$ cat src/rtl/fdn_pkg.sv
// fdn_pkg: shared constants, types and Q15 helpers for the four-line reverb
// no dependencies
package fdn_pkg;

    localparam int LEN_ONE_DEF   = 8;
    localparam int LEN_TWO_DEF   = 10;
    localparam int LEN_THREE_DEF = 12;
    localparam int LEN_FOUR_DEF  = 14;

    localparam int SAMPLE_W   = 16;
    localparam int CFG_IDX_W  = 2;
    localparam int DIGIT_W    = 4;
    localparam int NUM_DIGITS = SAMPLE_W / DIGIT_W;
    localparam int PROD_W     = 2 * SAMPLE_W;

    localparam logic [CFG_IDX_W-1:0] REG_SCALE = 2'd0;
    localparam logic [CFG_IDX_W-1:0] REG_GAIN  = 2'd1;

    localparam logic signed [SAMPLE_W-1:0] SCALE_RESET = 16'sd23169;
    localparam logic signed [SAMPLE_W-1:0] GAIN_RESET  = 16'sd16383;

    localparam logic signed [SAMPLE_W-1:0] Q15_MAX = 16'sh7fff;
    localparam logic signed [SAMPLE_W-1:0] Q15_MIN = 16'sh8000;

    // one-hot sequencer states
    typedef enum logic [2:0] {
        S_IDLE = 3'b001,
        S_MUL  = 3'b010,
        S_WB   = 3'b100
    } t_state;

    // saturating add of two q15 values
    function automatic logic signed [SAMPLE_W-1:0] sat_add(
        input logic signed [SAMPLE_W-1:0] a,
        input logic signed [SAMPLE_W-1:0] b
    );
        logic signed [SAMPLE_W:0] s;
        s = {a[SAMPLE_W-1], a} + {b[SAMPLE_W-1], b};
        if (s[SAMPLE_W] != s[SAMPLE_W-1])
            sat_add = s[SAMPLE_W] ? Q15_MIN : Q15_MAX;
        else
            sat_add = s[SAMPLE_W-1:0];
    endfunction

    // q15 product with the coefficient 32767
    function automatic logic signed [SAMPLE_W-1:0] mul_max(
        input logic signed [SAMPLE_W-1:0] t
    );
        if (t > 0)
            mul_max = t - 16'sd1;
        else if (t == Q15_MIN)
            mul_max = -16'sd32767;
        else
            mul_max = t;
    endfunction

    // q15 product with the coefficient -32768
    function automatic logic signed [SAMPLE_W-1:0] mul_min(
        input logic signed [SAMPLE_W-1:0] t
    );
        if (t == Q15_MIN)
            mul_min = Q15_MAX;
        else
            mul_min = -t;
    endfunction

endpackage

$ cat src/rtl/fdn_reverb_q15.sv
// fdn_reverb_q15: four-line feedback delay network reverb on q15 samples
// depends on fdn_pkg; delay lines are shift registers, gains use a radix-16 serial multiplier
//
// One sample is taken per transaction. The output sample is formed in the cycle the
// input is accepted and lands in the output register; the feedback path then runs
// eight q15 multiplies (scale then gain for each of the four lines) on one shared
// 16x4-bit digit-serial multiplier, followed by a write-back state. No new sample is
// accepted until the sequencer is back in idle. Configuration writes are taken in any
// cycle and take effect from the next multiply that loads the coefficient.
module fdn_reverb_q15 #(
    parameter int LEN_ONE   = fdn_pkg::LEN_ONE_DEF,
    parameter int LEN_TWO   = fdn_pkg::LEN_TWO_DEF,
    parameter int LEN_THREE = fdn_pkg::LEN_THREE_DEF,
    parameter int LEN_FOUR  = fdn_pkg::LEN_FOUR_DEF
) (
    input  logic                                  i_clk,
    input  logic                                  i_rst_n,
    input  logic                                  i_in_valid,
    output logic                                  o_in_ready,
    input  logic signed [fdn_pkg::SAMPLE_W-1:0]   i_in_sample,
    output logic                                  o_out_valid,
    input  logic                                  i_out_ready,
    output logic signed [fdn_pkg::SAMPLE_W-1:0]   o_out_sample,
    input  logic                                  i_cfg_valid,
    output logic                                  o_cfg_ready,
    input  logic [fdn_pkg::CFG_IDX_W-1:0]         i_cfg_index,
    input  logic signed [fdn_pkg::SAMPLE_W-1:0]   i_cfg_data
);

    localparam int W  = fdn_pkg::SAMPLE_W;
    localparam int DW = fdn_pkg::DIGIT_W;
    localparam int PW = fdn_pkg::PROD_W;

    fdn_pkg::t_state r_state, n_state;

    logic signed [W-1:0] r_line1 [LEN_ONE];
    logic signed [W-1:0] r_line2 [LEN_TWO];
    logic signed [W-1:0] r_line3 [LEN_THREE];
    logic signed [W-1:0] r_line4 [LEN_FOUR];

    logic signed [W-1:0] r_scale, r_gain;
    logic signed [W-1:0] r_acc [4];
    logic signed [W-1:0] r_x;
    logic signed [W-1:0] r_out;
    logic                r_out_valid;
    logic [1:0]          r_k;
    logic                r_pass;
    logic [1:0]          r_dig;
    logic [W-1:0]        r_b;
    logic signed [PW-1:0] r_prod;

    logic signed [W-1:0] t0, t1, t2, t3;
    logic signed [W-1:0] mix [4];
    logic signed [W-1:0] y;
    logic                in_acc;
    logic                mul_last;
    logic [DW:0]         digit;
    logic signed [W+DW:0] part;
    logic signed [PW-1:0] part_ext;
    logic signed [PW-1:0] n_prod;
    logic signed [W-1:0]  q_res;

    assign t0 = r_line1[LEN_ONE-1];
    assign t1 = r_line2[LEN_TWO-1];
    assign t2 = r_line3[LEN_THREE-1];
    assign t3 = r_line4[LEN_FOUR-1];

    assign o_cfg_ready  = 1'b1;
    assign o_in_ready   = (r_state == fdn_pkg::S_IDLE) && (!r_out_valid || i_out_ready);
    assign in_acc       = i_in_valid && o_in_ready;
    assign o_out_valid  = r_out_valid;
    assign o_out_sample = r_out;

    // output sum and matrix rows from the current taps
    always_comb begin
        y = fdn_pkg::sat_add(i_in_sample,
                fdn_pkg::sat_add(fdn_pkg::sat_add(t2, fdn_pkg::sat_add(t0, t1)), t3));
        mix[0] = fdn_pkg::sat_add(fdn_pkg::mul_max(t1), fdn_pkg::mul_max(t2));
        mix[1] = fdn_pkg::sat_add(fdn_pkg::mul_min(t0), fdn_pkg::mul_min(t3));
        mix[2] = fdn_pkg::sat_add(fdn_pkg::mul_max(t0), fdn_pkg::mul_min(t3));
        mix[3] = fdn_pkg::sat_add(fdn_pkg::mul_max(t1), fdn_pkg::mul_min(t2));
    end

    // digit-serial multiply step, top digit signed
    always_comb begin
        mul_last = (r_dig == 2'(fdn_pkg::NUM_DIGITS - 1));
        digit    = mul_last ? {r_b[DW-1], r_b[DW-1:0]} : {1'b0, r_b[DW-1:0]};
        part     = r_acc[r_k] * $signed(digit);
        part_ext = PW'(part);
        n_prod   = r_prod + (part_ext <<< {r_dig, 2'b00});
        if (n_prod >= (PW'(1) <<< (2 * W - 2)))
            q_res = fdn_pkg::Q15_MAX;
        else
            q_res = n_prod[2*W-2:W-1];
    end

    // sequencer next state
    always_comb begin
        n_state = r_state;
        unique case (r_state)
            fdn_pkg::S_IDLE: if (in_acc) n_state = fdn_pkg::S_MUL;
            fdn_pkg::S_MUL:  if (mul_last && r_pass && r_k == 2'd3) n_state = fdn_pkg::S_WB;
            fdn_pkg::S_WB:   n_state = fdn_pkg::S_IDLE;
            default:         n_state = fdn_pkg::S_IDLE;
        endcase
    end

    // control registers
    always_ff @(posedge i_clk) begin
        if (!i_rst_n) begin
            r_state     <= fdn_pkg::S_IDLE;
            r_out_valid <= 1'b0;
            r_k         <= '0;
            r_pass      <= 1'b0;
            r_dig       <= '0;
            r_scale     <= fdn_pkg::SCALE_RESET;
            r_gain      <= fdn_pkg::GAIN_RESET;
        end else begin
            r_state <= n_state;
            if (in_acc)
                r_out_valid <= 1'b1;
            else if (i_out_ready)
                r_out_valid <= 1'b0;
            if (i_cfg_valid) begin
                if (i_cfg_index == fdn_pkg::REG_SCALE) r_scale <= i_cfg_data;
                if (i_cfg_index == fdn_pkg::REG_GAIN)  r_gain  <= i_cfg_data;
            end
            if (in_acc) begin
                r_k    <= '0;
                r_pass <= 1'b0;
                r_dig  <= '0;
            end else if (r_state == fdn_pkg::S_MUL) begin
                r_dig <= r_dig + 2'd1;
                if (mul_last) begin
                    r_pass <= !r_pass;
                    if (r_pass) r_k <= r_k + 2'd1;
                end
            end
        end
    end

    // datapath registers
    always_ff @(posedge i_clk) begin
        if (in_acc) begin
            r_out  <= y;
            r_x    <= i_in_sample;
            r_acc  <= mix;
            r_b    <= r_scale;
            r_prod <= '0;
        end else if (r_state == fdn_pkg::S_MUL) begin
            if (mul_last) begin
                r_acc[r_k] <= q_res;
                r_b        <= r_pass ? r_scale : r_gain;
                r_prod     <= '0;
            end else begin
                r_b    <= r_b >> DW;
                r_prod <= n_prod;
            end
        end
    end

    // delay lines: write back the feedback sample and shift
    always_ff @(posedge i_clk) begin
        if (!i_rst_n) begin
            for (int i = 0; i < LEN_ONE; i++)   r_line1[i] <= '0;
            for (int i = 0; i < LEN_TWO; i++)   r_line2[i] <= '0;
            for (int i = 0; i < LEN_THREE; i++) r_line3[i] <= '0;
            for (int i = 0; i < LEN_FOUR; i++)  r_line4[i] <= '0;
        end else if (r_state == fdn_pkg::S_WB) begin
            for (int i = 1; i < LEN_ONE; i++)   r_line1[i] <= r_line1[i-1];
            for (int i = 1; i < LEN_TWO; i++)   r_line2[i] <= r_line2[i-1];
            for (int i = 1; i < LEN_THREE; i++) r_line3[i] <= r_line3[i-1];
            for (int i = 1; i < LEN_FOUR; i++)  r_line4[i] <= r_line4[i-1];
            r_line1[0] <= fdn_pkg::sat_add(r_acc[0], r_x);
            r_line2[0] <= fdn_pkg::sat_add(r_acc[1], r_x);
            r_line3[0] <= fdn_pkg::sat_add(r_acc[2], r_x);
            r_line4[0] <= fdn_pkg::sat_add(r_acc[3], r_x);
        end
    end

    // checks
    a_accept_starts_mul: assert property (@(posedge i_clk) disable iff (!i_rst_n)
        in_acc |=> (r_state == fdn_pkg::S_MUL))
        else $error("accepted sample did not start the multiply sequence");
    a_wb_to_idle: assert property (@(posedge i_clk) disable iff (!i_rst_n)
        (r_state == fdn_pkg::S_WB) |=> (r_state == fdn_pkg::S_IDLE))
        else $error("write-back not followed by idle");
    a_ready_idle: assert property (@(posedge i_clk) disable iff (!i_rst_n)
        o_in_ready |-> (r_state == fdn_pkg::S_IDLE))
        else $error("input ready while busy");
    a_wb_after_last: assert property (@(posedge i_clk) disable iff (!i_rst_n)
        (r_state == fdn_pkg::S_WB) |-> ($past(r_k) == 2'd3 && $past(mul_last)))
        else $error("write-back before all lines were scaled");

endmodule
$ cat config.mk
export PLATFORM = sky130hd
export DESIGN_NAME = fdn_reverb_q15
export DESIGN_NICKNAME = d
export VERILOG_FILES = /design/src/rtl/fdn_pkg.sv /design/src/rtl/fdn_reverb_q15.sv
export SDC_FILE = /design/constraint.sdc
export NUM_CORES = 2
export LEC_CHECK = 0
export ABC_AREA = 0
export ABC_CLOCK_PERIOD_IN_PS = 15500
export BUFFER_PORTS_ARGS = -buffer_cell sky130_fd_sc_hd__clkbuf_2
export CORE_MARGIN = 4
export CORE_UTILIZATION = 41
export DETAILED_ROUTE_END_ITERATION = 8
export PLACE_DENSITY_LB_ADDON = 0.12
export SYNTH_ARGS = -nofsm -noshare
export SYNTH_HDL_FRONTEND = slang
export SYNTH_SLANG_ARGS = --single-unit
$ cat constraint.sdc
create_clock -name i_clk -period 15.5 [get_ports i_clk]
set_input_delay 2.325 -clock i_clk [delete_from_list [all_inputs] [get_ports i_clk]]
set_output_delay 2.325 -clock i_clk [all_outputs]
set_load 0.1 [all_outputs]
==> summary.md <==
| Metric | Value |
|---|---|
| Kind of critical path | `flip-flop to flip-flop` |
| Crit-path max FO | `16` |
| Tightest Pin Transition | `approximately 1200 ps` |
| Via/cell ratio | `5.59` |
| Final Skew | `between 30 and 40 ps` |
| Status | `finished clean` |
| GRT Overall Usage | `21.1%` |
| Ratio of final minimum period to clock period | `between 80 and 90%` |
| Gr ovfl total | `0` |
| Final hold vios | `0` |
| Total CTS buffers | `just under 100` |
| Drt first-iter violations | `roughly 3,000` |
| Post-CTS Setup Bufs | `0` |
| Setup violations, final | `0` |
| DR WL met2 | `between 50,000 and 60,000 um` |
| Hold/Removal Path Class | `flip-flop to flip-flop` |
| Post-layout min period | `roughly 13,000 ps` |
| Top FF cell, synth | `edfxtp_1` |
| Largest net degree at the start of global routing | `between 150 and 200` |
| Mapped Area | `between 40,000 and 50,000 um2` |
| # hold bufs at CTS | `0` |
| Core area | `between 100,000 and 150,000 um2` |
| CTS H-Tree Depth | `3` |
| Ports | `58` |
| Syn nets | `between 4,000 and 5,000` |
| Root Driver | `clkbuf_16` |
| Netlist cell types | `86` |
| Initial Util | `between 40% and 50%` |
| RSZ-0062 raised after global routing | `false` |
| DP Wirelength | `about 96,000 um` |
| Chip width | `about 350 um` |
| Most frequent cells in the layout | `720 x edfxtp_1, 531 x and3_1, 315 x nand2_1, 278 x ha_1, 253 x a21oi_1` |
| Pwr Density | `around 210 nW/um2` |
| Routed met1 length | `slightly above 60,000 um` |
| PortBufs | `between 50 and 60` |
| Met3 wire length | `about 9000 um` |
| Area share of the largest cell type after synthesis | `between 40 and 50%` |
| First-pass GRT wire length | `199,000 um` |
| Share of cells above drive strength 1 | `7.17%` |
| Largest cells by area after synthesis | `edfxtp_1 45%, ha_1 7.2%, dfxtp_1 7.0%` |
| Cell taking the most area after synthesis | `edfxtp_1` |
| Type of origin of the critical path | `flip-flop` |
| Clock transition at path regs | `60 ps` |
| Vias after detailed routing | `33,200` |
| CTS Sinks | `slightly below 900` |
| CP Data Arrival Time | `13,740 ps` |
| Most common cell after layout, fill and taps aside | `edfxtp_1` |
| Placer Congestion | `roughly 0.93` |
| Initial antenna violation count | `9` |
| Top Metal Used | `met4` |
| Synth warn | `0` |
| Fillers | `between 10,000 and 15,000` |
| Vias in the first global route | `around 31,000` |
| Antenna-violating nets left | `0` |
| CP Capture Type | `flip-flop` |
| Nets | `4,719` |
| CP Data Required Time | `approximately 16,000 ps` |
| Post-cts resize count | `0` |
| Max Cap Violations | `0` |
| Slowest stage cell, crit path | `mux2i_1` |
| Drt pass-1 iters | `6` |
| Clk_lat worst skew | `~700 ps` |
| Rel. slew slack | `21.5%` |
| Ys async rst share | `0%` |
| DRC viols | `0` |
| Power Total | `approximately 11 mW` |
| Area delta synth->final | `9.79%` |
| Setup_tns | `0 ps` |
| P_leak | `22.9 nW` |
| WL/cell | `22.3 um` |
| Number of flops mapped to enable cells by yosys | `just over 700` |
| Post-synthesis sequential area ratio | `between 50% and 60%` |
| Cell mode on critical path | `a21oi_1` |
| TritonCTS clock tree | `yes` |
| CTS Buffer Depth | `3` |
| Maximum vdd ir drop | `0.198 mV` |
| CP max stage delay | `730 ps` |
| Row count | `around 130` |
| Fmax | `approximately 75 MHz` |
| DIE HEIGHT | `351 um` |
| Yosys reg bits | `approximately 900` |
| Die ar. | `124,000 um2` |
| Diodes inserted | `0` |
| Mapped Cells | `4,384` |
| Mean Syn Cell Area | `approximately 11 um2` |
| Fin. max-slew vios | `0` |
| Drt total wl | `between 100,000 and 150,000 um` |
## power by group
| group | internal, mW | switching, mW | leakage (nW) |
|---|---|---|---|
| combinational | 1.99 | 3.74 | 12.7 |
| sequential | 2.90 | 0.216 | 8.72 |
| clock | 1.31 | 0.994 | 1.53 |
## worst max-delay path: cells and delay by family (launching register included)
family | cells | cell delay, ps
AO/OA/AOI/OAI | 31 | 7840
AND/OR/NAND/NOR | 7 | 2240
adder cells (fa/ha/maj) | 4 | 1490
flip-flops | 1 | 470
multiplexers | 1 | 730
XOR/XNOR | 1 | 260
## cell type report
class                           instances  area [um2]  share of cell area [%]
Multi-Input combinational cell       3116       21900                    41.3
Clock buffer                          117        2530                    4.77
Inverter                              151         574                    1.08
Sequential cell                       889       25000                    47.1
Timing Repair Buffer                   84         526                   0.990
Tap cell                             1524        1910                    3.59
Clock inverter                         65         621                    1.17
## cells in the mapped netlist, types with 7 or more instances
master	instances
nor2_1	221
a21oi_1	253
o21a_1	45
ha_1	278
or2_2	26
nor2b_1	40
a21o_1	60
nor3_1	104
nand3_1	60
o31ai_1	22
mux2_2	9
fa_1	63
xnor2_1	137
nand2b_1	60
o21ai_0	216
o31a_1	9
nand2_1	315
nand4_1	8
xor2_1	113
and2_1	89
a31oi_1	21
dfxtp_1	169
o21bai_1	22
clkbuf_1	209
buf_1	8
and3_1	531
o22ai_1	22
edfxtp_1	720
or3_4	8
a211oi_1	36
or3_1	27
a22o_1	104
inv_1	151
nor4_1	16
nand3b_1	11
a211o_1	7
o211ai_1	24
mux4_2	16
a21boi_0	21
mux2i_1	25
## through the flow
step	hold WS, ps	utilization (%)	std cells	worst slack [ps]	instance area, um2
2_1_floorplan	425	-	4384	31.2	48400
3_3_place_gp	440	42.8	5764	2450	49900
3_5_place_dp	443	42.8	5764	2300	49900
4_1_cts	428	45.5	5946	2250	53100
5_1_grt	449	45.5	5946	789	53100
6_report	422	45.5	5946	2180	53100
## kinds of logic after synthesis
logic type | synth area share, %
mux | 1.47
simple gates | 17.0
other cells | 0.00775
xor+xnor | 4.53
flops | 51.7
fa+ha+maj | 9.90
compound gates | 12.3
buf+inv | 3.01
## state kept, by name, indices dropped and copies added, names as in the netlist
| name | count |
|---|---|
| r_scale | 16 |
| r_b | 16 |
| r_dig | 2 |
| r_line4 | 224 |
| r_line3 | 192 |
| r_acc | 64 |
| r_line2 | 160 |
| r_k | 2 |
| o_out_sample | 16 |
| r_prod | 32 |
| r_state | 3 |
| r_line1 | 128 |
| r_pass | 1 |
| r_gain | 16 |
| o_out_valid | 1 |
| r_x | 16 |
## worst paths after layout
check        slack (ps)                          start                          end  cells after the start
min reg2reg         420   r_line1[1][27]$_SDFFCE_PN0P_  r_line1[1][43]$_SDFFE_PN0P_                      1
min                 420   r_line1[1][27]$_SDFFCE_PN0P_  r_line1[1][43]$_SDFFE_PN0P_                      1
max                2180  r_line2[0][145]$_SDFFCE_PN0P_   o_out_sample[11]$_DFFE_PP_                     44
max reg2reg        2180  r_line2[0][145]$_SDFFCE_PN0P_   o_out_sample[11]$_DFFE_PP_                     44
## layer usage
layer / GRT usage, % / vias to the layer above
met2: 32.9 / 843
li1: - / 16100
met4: 6.07 / 0
met1: 30.2 / 16100
met5: 0 / -
met3: 3.99 / 185
Power figures use the tool's default switching activity.
